<file path="config.mk">
export PLATFORM = sky130hd
export DESIGN_NAME = pcm_rms_db_volume_meter_top_flat
export DESIGN_NICKNAME = d
export VERILOG_FILES = /design/src/hw/rtl/rmsdb_pkg.sv /design/src/hw/rtl/rmsdb_chan_if.sv /design/src/hw/rtl/rmsdb_div.sv /design/src/hw/rtl/rmsdb_mul.sv /design/src/hw/rtl/pcm_rms_db_volume_meter_top.sv /design/src/flat_wrapper.sv
export VERILOG_INCLUDE_DIRS = /design/src /design/src/hw/rtl
export SDC_FILE = /design/constraint.sdc
export NUM_CORES = 2
export LEC_CHECK = 0
export BUFFER_PORTS_ARGS = -buffer_cell sky130_fd_sc_hd__buf_2
export CAP_MARGIN = 25
export CORE_UTILIZATION = 55
export DETAILED_ROUTE_END_ITERATION = 10
export MAX_ROUTING_LAYER = met4
export PLACE_DENSITY = 0.71
export REMOVE_ABC_BUFFERS = 1
export SYNTH_ARGS = -nofsm -noshare
export SYNTH_HDL_FRONTEND = slang
export SYNTH_SLANG_ARGS = --single-unit
export TNS_END_PERCENT = 20
</file>
<file path="constraint.sdc">
create_clock -name clk_i -period 20.4 [get_ports clk_i]
set_input_delay 2.04 -clock clk_i [delete_from_list [all_inputs] [get_ports clk_i]]
set_output_delay 2.04 -clock clk_i [all_outputs]
set_load 0.02 [all_outputs]
</file>
<file path="src/hw/rtl/pcm_rms_db_volume_meter_top_macros.svh">
// Assertion macros for the RMS dB volume meter.
// Used by the top level; expects clk_i and rst_ni in the including scope.
`ifndef PCM_RMS_DB_VOLUME_METER_TOP_MACROS_SVH
`define PCM_RMS_DB_VOLUME_METER_TOP_MACROS_SVH

// Same-cycle implication, disabled during reset.
`define RMSDB_ASSERT_NOW(lbl, ante, cons, msg) \
  lbl: assert property (@(posedge clk_i) disable iff (!rst_ni) (ante) |-> (cons)) \
    else $error(msg);

// Next-cycle implication, disabled during reset.
`define RMSDB_ASSERT_NEXT(lbl, ante, cons, msg) \
  lbl: assert property (@(posedge clk_i) disable iff (!rst_ni) (ante) |=> (cons)) \
    else $error(msg);

`endif

</file>
<file path="src/hw/rtl/rmsdb_pkg.sv">
// Package of the RMS dB volume meter: payload types, divider control types,
// fixed constants and the sample magnitude function. No dependencies.
`default_nettype none

package rmsdb_pkg;

  typedef struct packed {
    logic [15:0] sample;
    logic        last_in_block;
  } smp_t;

  typedef struct packed {
    logic [14:0] volume_q8;
  } vol_t;

  typedef struct packed {
    logic sample_mode;
  } cfg_t;

  typedef struct packed {
    logic start;
  } div_ctrl_t;

  typedef struct packed {
    logic busy;
    logic done;
  } div_stat_t;

  // Mode codes of the sample_mode register.
  localparam logic MODE_SIGNED   = 1'b0;
  localparam logic MODE_UNSIGNED = 1'b1;

  // Mean square of the sample magnitudes, times 2^16, never exceeds 2^46.
  localparam int unsigned Q_W   = 47;
  localparam int unsigned E_W   = 6;
  localparam logic [E_W-1:0] Q_TOP = 6'd46;

  localparam logic [14:0] FULL_Q8  = 15'd25600;
  localparam logic [26:0] LOGK     = 27'd84174088;
  localparam logic [21:0] LOG_BIAS = 22'd3014656;

  function automatic logic [15:0] magnitude(input logic [15:0] s, input logic mode);
    logic [15:0] m;
    if (mode == MODE_SIGNED) begin
      m = s[15] ? (~s + 16'd1) : s;
    end else begin
      m = s[15] ? {1'b0, s[14:0]} : (16'h8000 - s);
    end
    return m;
  endfunction

endpackage

`default_nettype wire

</file>
<file path="src/hw/rtl/rmsdb_chan_if.sv">
// Valid/ready channel interface carrying one packed payload item.
// Payload types come from rmsdb_pkg at instantiation.
`default_nettype none

interface rmsdb_chan_if #(
  parameter type payload_t = logic
);
  logic     valid;
  logic     ready;
  payload_t data;

  modport source (output valid, output data, input ready);
  modport sink (input valid, input data, output ready);
endinterface

`default_nettype wire

</file>
<file path="src/hw/rtl/rmsdb_div.sv">
// Restoring divider, one quotient bit per cycle.
// Uses the control and status structs of rmsdb_pkg.
`default_nettype none

module rmsdb_div #(
  parameter int unsigned NUM_W = 59,
  parameter int unsigned DEN_W = 13
) (
  input  wire logic                 clk_i,
  input  wire logic                 rst_ni,
  input  wire rmsdb_pkg::div_ctrl_t ctrl_i,
  input  wire logic [NUM_W-1:0]     num_i,
  input  wire logic [DEN_W-1:0]     den_i,
  output rmsdb_pkg::div_stat_t      stat_o,
  output logic [NUM_W-1:0]          quo_o
);

  localparam int unsigned CNT_W = $clog2(NUM_W);

  logic [NUM_W-1:0] num_q;
  logic [DEN_W-1:0] rem_q;
  logic [DEN_W-1:0] den_q;
  logic [CNT_W-1:0] cnt_q;
  logic             busy_q;
  logic             done_q;
  logic [DEN_W:0]   trial;
  logic             fits;

  // The numerator shifts out at the top while quotient bits shift in below.
  assign trial = {rem_q, num_q[NUM_W-1]};
  assign fits  = trial >= {1'b0, den_q};

  always_ff @(posedge clk_i or negedge rst_ni) begin
    if (!rst_ni) begin
      num_q  <= '0;
      rem_q  <= '0;
      den_q  <= '0;
      cnt_q  <= '0;
      busy_q <= 1'b0;
      done_q <= 1'b0;
    end else begin
      done_q <= 1'b0;
      if (ctrl_i.start) begin
        num_q  <= num_i;
        den_q  <= den_i;
        rem_q  <= '0;
        cnt_q  <= '0;
        busy_q <= 1'b1;
      end else if (busy_q) begin
        rem_q <= fits ? DEN_W'(trial - {1'b0, den_q}) : trial[DEN_W-1:0];
        num_q <= {num_q[NUM_W-2:0], fits};
        cnt_q <= cnt_q + CNT_W'(1);
        if (cnt_q == CNT_W'(NUM_W - 1)) begin
          busy_q <= 1'b0;
          done_q <= 1'b1;
        end
      end
    end
  end

  assign stat_o.busy = busy_q;
  assign stat_o.done = done_q;
  assign quo_o       = num_q;

endmodule

`default_nettype wire

</file>
<file path="src/hw/rtl/rmsdb_mul.sv">
// Shared 32 x 32 unsigned multiplier with a registered product.
// No package dependencies.
`default_nettype none

module rmsdb_mul (
  input  wire logic        clk_i,
  input  wire logic        en_i,
  input  wire logic [31:0] a_i,
  input  wire logic [31:0] b_i,
  output logic [63:0]      prod_o
);

  logic [63:0] prod_q;

  always_ff @(posedge clk_i) begin
    if (en_i) begin
      prod_q <= 64'(a_i) * 64'(b_i);
    end
  end

  assign prod_o = prod_q;

endmodule

`default_nettype wire

</file>
<file path="src/hw/rtl/pcm_rms_db_volume_meter_top.sv">
// Top level of the RMS dB volume meter: sequencer, accumulators and result register.
// Depends on rmsdb_pkg, rmsdb_chan_if, rmsdb_div, rmsdb_mul and the macros header.
//
//   channel  direction  payload                          accepted when
//   smp_i    in         sample[15:0], last_in_block      valid && ready
//   cfg_i    in         sample_mode                      valid && ready (always ready)
//   vol_o    out        volume_q8[14:0]                  valid && ready
//
// A sample that does not close a block is accepted in ST_IDLE, then accumulated in ST_ACC.
// A closing sample then goes through the divider (one quotient bit per cycle), the
// normalizing shift, the log2 squaring loop and the final dB scaling before it is emitted.
// The shared multiplier squares samples, runs 16 squarings of the log2 mantissa and
// forms the final dB scaling; each product is registered and then consumed by the sequencer.
// Reset clears the accumulators, the mode and all control; no clearing pass is needed.
// A finished volume waits in its output register while the next sample is taken;
// only a second result stalls, until the first one has been taken.
`default_nettype none
`include "pcm_rms_db_volume_meter_top_macros.svh"

module pcm_rms_db_volume_meter_top #(
  parameter int unsigned MAX_BLOCK = 4096
) (
  input  wire logic   clk_i,
  input  wire logic   rst_ni,
  rmsdb_chan_if.sink  smp_i,
  rmsdb_chan_if.sink  cfg_i,
  rmsdb_chan_if.source vol_o
);

  localparam int unsigned TALLY_W = $clog2(MAX_BLOCK + 1);
  localparam int unsigned SUM_W   = 31 + $clog2(MAX_BLOCK);
  localparam int unsigned NUM_W   = SUM_W + 16;
  localparam int unsigned QW      = rmsdb_pkg::Q_W;
  localparam int unsigned EW      = rmsdb_pkg::E_W;

  typedef enum logic [3:0] {
    ST_IDLE,
    ST_ACC,
    ST_DIV_GO,
    ST_DIV_WAIT,
    ST_NORM,
    ST_SQ_MUL,
    ST_SQ_UPD,
    ST_FIN_MUL,
    ST_FIN_CALC,
    ST_EMIT
  } state_e;

  state_e               state_q;
  logic                 mode_q;
  logic [SUM_W-1:0]     sum_q;
  logic [TALLY_W-1:0]   tally_q;
  logic                 acc_q;
  logic                 last_q;
  logic [QW-1:0]        q_q;
  logic [EW-1:0]        e_q;
  logic [31:0]          x_q;
  logic [15:0]          frac_q;
  logic [3:0]           iter_q;
  logic [14:0]          res_q;
  logic                 vol_valid_q;
  logic [14:0]          vol_data_q;

  logic                 smp_fire;
  logic                 room;
  logic                 mul_en;
  logic [31:0]          mul_a;
  logic [31:0]          mul_b;
  logic [63:0]          prod;
  logic [15:0]          mag;
  logic [21:0]          neg_log;
  logic [32:0]          sq_val;
  logic [16:0]          db_ceil;
  rmsdb_pkg::div_ctrl_t div_ctrl;
  rmsdb_pkg::div_stat_t div_stat;
  logic [NUM_W-1:0]     quo;

  assign smp_i.ready = (state_q == ST_IDLE);
  assign smp_fire    = smp_i.valid && smp_i.ready;
  assign cfg_i.ready = 1'b1;
  assign room        = tally_q < TALLY_W'(MAX_BLOCK);

  assign mag     = rmsdb_pkg::magnitude(smp_i.data.sample, mode_q);
  // Distance of log2(Q) below full scale in Q16; never negative since Q <= 2^46.
  assign neg_log = rmsdb_pkg::LOG_BIAS - {e_q, frac_q};
  // One squaring step of the log2 mantissa: (x * x) >> 31.
  assign sq_val  = prod[63:31];
  // Ceiling of LOGK * neg_log / 2^32; the product stays below 2^48.
  assign db_ceil = 17'(prod[48:32]) + 17'(|prod[31:0]);

  // Operand selection for the shared multiplier.
  always_comb begin
    mul_en = 1'b0;
    mul_a  = '0;
    mul_b  = '0;
    unique case (state_q)
      ST_IDLE: begin
        mul_en = smp_fire;
        mul_a  = 32'(mag);
        mul_b  = 32'(mag);
      end
      ST_SQ_MUL: begin
        mul_en = 1'b1;
        mul_a  = x_q;
        mul_b  = x_q;
      end
      ST_FIN_MUL: begin
        mul_en = 1'b1;
        mul_a  = 32'(rmsdb_pkg::LOGK);
        mul_b  = 32'(neg_log);
      end
      default: begin
        mul_en = 1'b0;
      end
    endcase
  end

  assign div_ctrl.start = (state_q == ST_DIV_GO);

  rmsdb_mul u_mul (
    .clk_i  (clk_i),
    .en_i   (mul_en),
    .a_i    (mul_a),
    .b_i    (mul_b),
    .prod_o (prod)
  );

  rmsdb_div #(
    .NUM_W (NUM_W),
    .DEN_W (TALLY_W)
  ) u_div (
    .clk_i  (clk_i),
    .rst_ni (rst_ni),
    .ctrl_i (div_ctrl),
    .num_i  ({sum_q, 16'd0}),
    .den_i  (tally_q),
    .stat_o (div_stat),
    .quo_o  (quo)
  );

  // Sequencer, accumulators and the output register.
  always_ff @(posedge clk_i or negedge rst_ni) begin
    if (!rst_ni) begin
      state_q     <= ST_IDLE;
      mode_q      <= rmsdb_pkg::MODE_SIGNED;
      sum_q       <= '0;
      tally_q     <= '0;
      acc_q       <= 1'b0;
      last_q      <= 1'b0;
      q_q         <= '0;
      e_q         <= '0;
      x_q         <= '0;
      frac_q      <= '0;
      iter_q      <= '0;
      res_q       <= '0;
      vol_valid_q <= 1'b0;
      vol_data_q  <= '0;
    end else begin
      if (cfg_i.valid) begin
        mode_q <= cfg_i.data.sample_mode;
      end
      if (vol_o.ready) begin
        vol_valid_q <= 1'b0;
      end
      unique case (state_q)
        ST_IDLE: begin
          if (smp_fire) begin
            acc_q   <= room;
            last_q  <= smp_i.data.last_in_block;
            state_q <= ST_ACC;
          end
        end
        ST_ACC: begin
          if (acc_q) begin
            sum_q   <= sum_q + SUM_W'(prod[30:0]);
            tally_q <= tally_q + TALLY_W'(1);
          end
          state_q <= last_q ? ST_DIV_GO : ST_IDLE;
        end
        ST_DIV_GO: begin
          // The divider latches sum and count at this edge.
          sum_q   <= '0;
          tally_q <= '0;
          state_q <= ST_DIV_WAIT;
        end
        ST_DIV_WAIT: begin
          if (div_stat.done) begin
            if (quo[QW-1:0] == '0) begin
              res_q   <= '0;
              state_q <= ST_EMIT;
            end else begin
              q_q     <= quo[QW-1:0];
              e_q     <= rmsdb_pkg::Q_TOP;
              state_q <= ST_NORM;
            end
          end
        end
        ST_NORM: begin
          if (q_q[QW-1]) begin
            x_q     <= q_q[QW-1:QW-32];
            frac_q  <= '0;
            iter_q  <= '0;
            state_q <= ST_SQ_MUL;
          end else begin
            q_q <= {q_q[QW-2:0], 1'b0};
            e_q <= e_q - EW'(1);
          end
        end
        ST_SQ_MUL: begin
          state_q <= ST_SQ_UPD;
        end
        ST_SQ_UPD: begin
          frac_q <= {frac_q[14:0], sq_val[32]};
          x_q    <= sq_val[32] ? sq_val[32:1] : sq_val[31:0];
          iter_q <= iter_q + 4'd1;
          state_q <= (iter_q == 4'd15) ? ST_FIN_MUL : ST_SQ_MUL;
        end
        ST_FIN_MUL: begin
          state_q <= ST_FIN_CALC;
        end
        ST_FIN_CALC: begin
          res_q   <= (db_ceil >= 17'(rmsdb_pkg::FULL_Q8)) ? 15'd0
                   : 15'(17'(rmsdb_pkg::FULL_Q8) - db_ceil);
          state_q <= ST_EMIT;
        end
        ST_EMIT: begin
          if (!vol_valid_q || vol_o.ready) begin
            vol_valid_q <= 1'b1;
            vol_data_q  <= res_q;
            state_q     <= ST_IDLE;
          end
        end
        default: begin
          state_q <= ST_IDLE;
        end
      endcase
    end
  end

  assign vol_o.valid          = vol_valid_q;
  assign vol_o.data.volume_q8 = vol_data_q;

  `RMSDB_ASSERT_NOW(a_vol_range, vol_o.valid, vol_o.data.volume_q8 <= rmsdb_pkg::FULL_Q8, "volume above full scale")
  `RMSDB_ASSERT_NOW(a_tally_cap, 1'b1, tally_q <= TALLY_W'(MAX_BLOCK), "sample count beyond block limit")
  `RMSDB_ASSERT_NOW(a_div_idle, smp_i.ready, !div_stat.busy, "sample taken while divider busy")
  `RMSDB_ASSERT_NEXT(a_accept_blocks, smp_fire, !smp_i.ready, "ready held right after a sample")

endmodule

`default_nettype wire

</file>
<file path="src/flat_wrapper.sv">
// flat-port wrapper written by rule: the top's interface ports become plain ports
module pcm_rms_db_volume_meter_top_flat 
#(
  parameter int unsigned MAX_BLOCK = 4096
)
  (clk_i, rst_ni, smp_i_valid, smp_i_data, smp_i_ready, cfg_i_valid, cfg_i_data, cfg_i_ready, vol_o_valid, vol_o_data, vol_o_ready);
  rmsdb_chan_if #(.payload_t(rmsdb_pkg::smp_t)) smp_i_i ();
  rmsdb_chan_if #(.payload_t(rmsdb_pkg::cfg_t)) cfg_i_i ();
  rmsdb_chan_if #(.payload_t(rmsdb_pkg::vol_t)) vol_o_i ();
  input  wire logic clk_i;
  input  wire logic rst_ni;
  input wire logic [$bits(smp_i_i.valid)-1:0] smp_i_valid;
  input wire logic [$bits(smp_i_i.data)-1:0] smp_i_data;
  output wire logic [$bits(smp_i_i.ready)-1:0] smp_i_ready;
  input wire logic [$bits(cfg_i_i.valid)-1:0] cfg_i_valid;
  input wire logic [$bits(cfg_i_i.data)-1:0] cfg_i_data;
  output wire logic [$bits(cfg_i_i.ready)-1:0] cfg_i_ready;
  output wire logic [$bits(vol_o_i.valid)-1:0] vol_o_valid;
  output wire logic [$bits(vol_o_i.data)-1:0] vol_o_data;
  input wire logic [$bits(vol_o_i.ready)-1:0] vol_o_ready;
  assign smp_i_i.valid = smp_i_valid;
  assign smp_i_i.data = smp_i_data;
  assign smp_i_ready = smp_i_i.ready;
  assign cfg_i_i.valid = cfg_i_valid;
  assign cfg_i_i.data = cfg_i_data;
  assign cfg_i_ready = cfg_i_i.ready;
  assign vol_o_valid = vol_o_i.valid;
  assign vol_o_data = vol_o_i.data;
  assign vol_o_i.ready = vol_o_ready;
  pcm_rms_db_volume_meter_top #(.MAX_BLOCK(MAX_BLOCK)) u_core (.clk_i(clk_i), .rst_ni(rst_ni), .smp_i(smp_i_i), .cfg_i(cfg_i_i), .vol_o(vol_o_i));
endmodule
</file>
### After elaboration in Yosys (flattened, before gate mapping)

Cells that the tools add are included.

| operators by class | value |
|---|---|
| mux-type cells | 53 |
| multipliers | 1 |
| reduce and logical (&&, ||, !) cells | 20 |
| shift-type cells | 0 |
| order comparisons | 3 |
| equal/unequal tests | 19 |
| add/sub/neg operators | 11 |
| div/mod/pow operators | 0 |
| bitwise operators | 1 |

Operator list:

| operator | number |
|---|---|
| $pmux 32 s3 | 2 |
| $mux 47 | 3 |
| $mux 59 | 2 |
| $pmux 47 s2 | 1 |
| $pmux 43 s2 | 1 |
| $mul 32x32->64 | 1 |
| $mux 16 | 4 |
| $mux 32 | 2 |
| $pmux 32 s2 | 1 |
| $mux 13 | 4 |
| $logic_not 47->1 | 1 |
| $mux 15 | 3 |
| $add 43x31->43 | 1 |
| $mux 43 | 1 |
| $pmux 4 s10 | 1 |
| $pmux 16 s2 | 1 |
| $reduce_or 32->1 | 1 |
| $mux 6 | 5 |
| $pmux 15 s2 | 1 |
| $pmux 13 s2 | 1 |
| $mux 4 | 6 |
| $sub 22x22->22 const A | 1 |
| $add 17x1->17 | 1 |
| $ge 17x15->1 const B | 1 |
| other kinds (32) | 62 |

| storage, ports and cells | value |
|---|---|
| logic and storage cells | 130 |
| bits in latches | 0 |
| register bits | 356 |
| memories | 0 |
| memory bits (writable) | 0 |
| bits of input ports | 23 |
| ROM bits | 0 |

### Longest topological paths before layout

| depth | value |
|---|---|
| depth after elaboration | 6 |
| mapped depth | 39 |

### Cells and area by module

From an unflattened synthesis, not the netlist that was laid out.

| unflattened totals | value |
|---|---|
| cell total of the unflattened synthesis | 5,755 |
| area, all modules | 53,193.5 sq um |

By module, submodules not included:

| module | area each (sq um) | seq. area each (sq um) | cells each | instances |
|---|---|---|---|---|
| rmsdb_mul | 35,487.8 | 1,921.8 | 3,781 | 1 |
| pcm_rms_db_volume_meter_top | 12,736.0 | 4,979.8 | 1,453 | 1 |
| rmsdb_div | 4,969.8 | 2,327.2 | 521 | 1 |

### Worst setup path before layout

No wires, ideal clock.

| timing path | value |
|---|---|
| kind | input port to flip-flop |
| start | input smp_i_data[5] |
| end | register u_core.u_mul.prod_q[62] (netlist: u_core.u_mul.prod_o[62]) (data pin) |
| arrival time | 10,509 ps |
| data required time | 20,142 ps |
| library setup time | 258 ps |
| path slack | 9,633 ps |
| path buffers | 2 |
| cell stages on the path | 34 |
| cells stage by stage | or4_4 -> nor2_2 -> nand3b_1 -> or3_1 -> or3_1 -> nand2_1 -> xor2_1 -> o21ai_2 -> nor2_1 -> buf_2 -> nor2_1 -> fa_1 -> fa_1 -> fa_1 -> inv_1 -> fa_1 -> inv_1 -> fa_1 -> inv_1 -> fa_1 -> inv_1 -> fa_1 -> fa_1 -> ha_1 -> clkbuf_1 -> nand3_1 -> nor3_1 -> o2111a_1 -> o21ai_1 -> a2111oi_0 -> nor3_1 -> o31ai_1 -> a31oi_1 -> xnor2_1 |

| on the way | value |
|---|---|
| longest elaborated chain between the ends | 6 |
| elaborated cells on any way between the ends | 9 |
| those cells by class | 2 x add/sub; 1 x mul; 5 x mux; 1 x bitwise |

RTL lines:

| what | line | text |
|---|---|---|
| start: declaration | flat_wrapper.sv:13 | `input wire logic [$bits(smp_i_i.data)-1:0] smp_i_data;` |
| $not 16->16 | rmsdb_pkg.sv:45 | `m = s[15] ? (~s + 16'd1) : s;` |
| $add 16x1->16 | rmsdb_pkg.sv:45 |  |
| $mux 16 | rmsdb_pkg.sv:45 |  |
| $mux 16 * | rmsdb_pkg.sv:44 | `if (mode == MODE_SIGNED) begin` |
| $pmux 32 s3 | pcm_rms_db_volume_meter_top.sv:96 | `unique case (state_q)` |
| $mul 32x32->64 * | rmsdb_mul.sv:17 | `prod_q <= 64'(a_i) * 64'(b_i);` |
| end signal: assignment | rmsdb_mul.sv:17 |  |
| end: declaration | rmsdb_mul.sv:13 | `logic [63:0] prod_q;` |

Every way passes the cells marked *; elsewhere a longest branch is shown, timed or not.
A chain may end at the register's enable or synchronous reset.

### Worst setup path after layout

| timing path | value |
|---|---|
| start | input smp_i_data[2] |
| end | register u_core.u_mul.prod_q[61] (netlist: u_core.u_mul.prod_o[61]) (data pin) |

The elaborated chain is that of the path after synthesis.

==> flow_metrics.py <==
metrics = {
    "route": {
        "firstDrtPassIters": 6,
        "vias": 39600,
        "wirelength_um": 154000,
        "drtIter0Drc": 4008,
        "wl_per_cell_um": 22.7,
        "vias_per_cell": 5.84,
        "ant_nets": 0,
        "drc": 0,
    },
    "pwr": {
        "ir_drop_mv": 0.0663,
        "p_per_area_mw_per_mm2": 50.2,
        "p_total_mw": 2.68,
        "p_leak_nw": 27.8,
    },
    "synth": {
        "yosysUniqueCellTypes": 81,
        "synthAdderAreaFrac": 0.430,
        "synth-seq-area-share": 0.182,
        "synth_top_flop_cell": "dfrtp_1",
        "synth_edf_count": 64,
        "yosysWarningCount": 0,
        "synth_top_family_by_area": "adder cells",
        "syn-mean-instance-area_um2": 8.95,
        "syn_area_mm2": 0.0506,
        "synth_compound_area_frac": 0.0856,
        "synthArstFlopShare": 0.820,
        "muxShareOfSynthArea": 0.0226,
        "synth_area_leaders": "fa_1 35%, dfrtp_1 14%, inv_1 8.6%",
        "synth_xor_area_frac": 0.0308,
        "yosysTopAreaCell": "fa_1",
        "syn_inst": 5652,
        "synthTopCellsByCount": "1155 x inv_1, 891 x fa_1, 772 x nand2_1",
        "synth_top_area_share": 0.353,
        "synth_most_common_cell": "inv_1",
        "synth_seq_cells": 356,
        "yosys.area_share.simple": 0.141,
    },
    "placed_design": {
        "dp_hpwl_um": 119000,
        "place_ws_ns": 7.51,
        "gp_congestion": 1.02,
        "port_buffers": 39,
        "placed_area_mm2": 0.0521,
    },
    "critical_path": {
        "cp.required_ns": 20.69,
        "startpoint_type": "input pin",
        "critPathCaptureType": "flop",
        "crit_top_cell": "fa_1",
        "cp_max_fo": 23,
        "path_class": "in -> reg",
        "path_delay_family": "adder cells",
        "path_buf_inv": 8,
        "slowest_stage": "a31oi_4",
        "crit_arrival_ns": 12.74,
        "slowest_delay_ns": 1.08,
    },
    "clocking": {
        "cts_buffers": 39,
        "clock_latency_ns": 0.57,
        "cts_resized": 0,
        "cts_tree": "done",
        "post_cts_buffers": 0,
        "clkSinkCount": 356,
        "htree_levels": 2,
        "cts.clk_slew.worst_paths_ns": 0.05,
        "cts_root_buffer": "clkbuf_16",
        "cts-hold-fix-buffers": 0,
        "clock_path_buffers": 3,
    },
    "global_routing": {
        "grt_overflow": 0,
        "busiest_layer": "met2",
        "globalRouteTotalUtil": 0.349,
        "use_met1": 0.466,
        "grt_max_degree": 142,
        "antenna_found_initial": 4,
        "grt_use_met2": 0.522,
        "met3_usage": 0.0804,
        "grt_pass1_vias": 40600,
        "grt_pass1_wl_um": 239000,
    },
    "timing": {
        "finalCritPeriodShare": 0.610,
        "clock_skew_ns": 0.0152,
        "rsz0062_at_grt": "false",
        "max-slew-margin-rel": 0.221,
        "holdWs_ns": 0.478,
        "hold_viol": 0,
        "tightest_slew_ns": 1.16,
        "fin_ws_ns": 7.95,
        "setup_viol_count_final": 0,
        "tns_ns": 0,
        "slew_violations": 0,
        "fmax_mhz": 80.4,
        "fin_crit_ns": 12.45,
    },
    "floorplan": {
        "row_count": 110,
        "die_x_um": 305,
        "start_util": 0.558,
        "core-area_mm2": 0.0906,
        "die_y_um": 305,
        "num_io_pins": 41,
        "die-area_mm2": 0.0932,
    },
    "flow_run": {
        "drv_cap": 0,
    },
    "layout": {
        "fill_cells": 7947,
        "drive_gt1_frac": 0.0476,
        "fin_area_mm2": 0.0535,
        "layout.nets": 6791,
        "syn_to_final_growth_pct": 5.74,
    },
    "hold_path": {
        "hold_path_class": "reg -> reg",
    },
    "run_status": {
        "status": "finished clean",
    },
}
## worst reg2reg max path: cells and delay by family, from the launching register on
kind                     cells  cell delay [ns]
XOR/XNOR                     1             0.10
flip-flops                   1             0.70
AND/OR/NAND/NOR              8             1.62
adder cells (fa/ha/maj)      9             4.34
AO/OA/AOI/OAI                7             2.76
buffers and inverters        6             1.83
## final cells by class
class	count	area, um^2	share of cell area
clock inverters	10	111	0.00208
inverters	1166	4380	0.0818
clock buffers	59	1130	0.0212
multi-input cells	3863	36000	0.674
diodes	3	7.51	0.000140
well taps	1176	1470	0.0275
flip-flops and latches	356	9230	0.173
repair buffers	138	1120	0.0209
## registers in the layout (all words and copies together), names as in the netlist, 4 cells and up
signal               flops
u_core.u_div.cnt_q       6
u_core.u_mul.prod_o     64
u_core.u_div.quo_o      59
u_core.tally_q          13
u_core.iter_q            4
u_core.vol_o.data       15
u_core.res_q            15
u_core.u_div.den_q      13
u_core.sum_q            43
u_core.e_q               6
u_core.state_q           4
u_core.u_div.rem_q      13
u_core.x_q              32
u_core.q_q              47
u_core.frac_q           16
## stage by stage
step | std cells | util
floorplan | 5385 | -
global placement | 6686 | 0.574
finish | 6771 | 0.590
CTS | 6762 | 0.589
global route | 6771 | 0.590
detailed placement | 6693 | 0.575
## layout by cell type, fill, tap and decap left out, drive strengths merged, types with 80 or more instances in the layout
cell type,count
fa,891
xnor2,111
dfrtp,292
ha,313
o21ai,220
buf,138
a21oi,178
nand2,773
inv,1160
mux2i,94
nor2,541
nand3,80
## path summary, 6_finish.rpt
| check | from | to | slack, ns | cells after the start |
|---|---|---|---|---|
| worst max-delay path | smp_i_data[2] | u_core.u_mul.prod_o[61] | 7.95 | 34 |
| worst min-delay path | u_core.q_q[4] | u_core.q_q[4] | 0.48 | 2 |
| worst max register to register | u_core.state_q[0] | u_core.u_mul.prod_o[61] | 8.74 | 31 |
| worst min register to register | u_core.q_q[4] | u_core.q_q[4] | 0.48 | 2 |
| max in group asynchronous | rst_ni | u_core.x_q[18] | 17.51 | 3 |
| min in group asynchronous | rst_ni | u_core.u_div.rem_q[12] | 1.60 | 1 |
## per-layer routing
layer | part of all wire | wire [um]
met1 | 0.40 | 60900
met2 | 0.44 | 68000
met3 | 0.12 | 17700
met4 | 0.046 | 7000
met5 | 0 | 0
## kinds of logic after synthesis
group                      after synthesis
adders and majority gates             1204
and+or+nand+nor                       1675
buffers and inverters                 1433
DFF                                    356
muxes                                  112
xor gates and xnor gates               178
AOI/OAI and AO/OA                      693
other                                    1
## power breakdown
| group | internal (mW) | switching [mW] | total (mW) | leakage (nW) |
|---|---|---|---|---|
| logic | 0.353 | 0.716 | 1.07 | 22.6 |
| registers | 0.819 | 0.104 | 0.923 | 4.63 |
| clock network | 0.399 | 0.294 | 0.693 | 0.610 |
No activity file was read; power rests on OpenSTA's default activity.
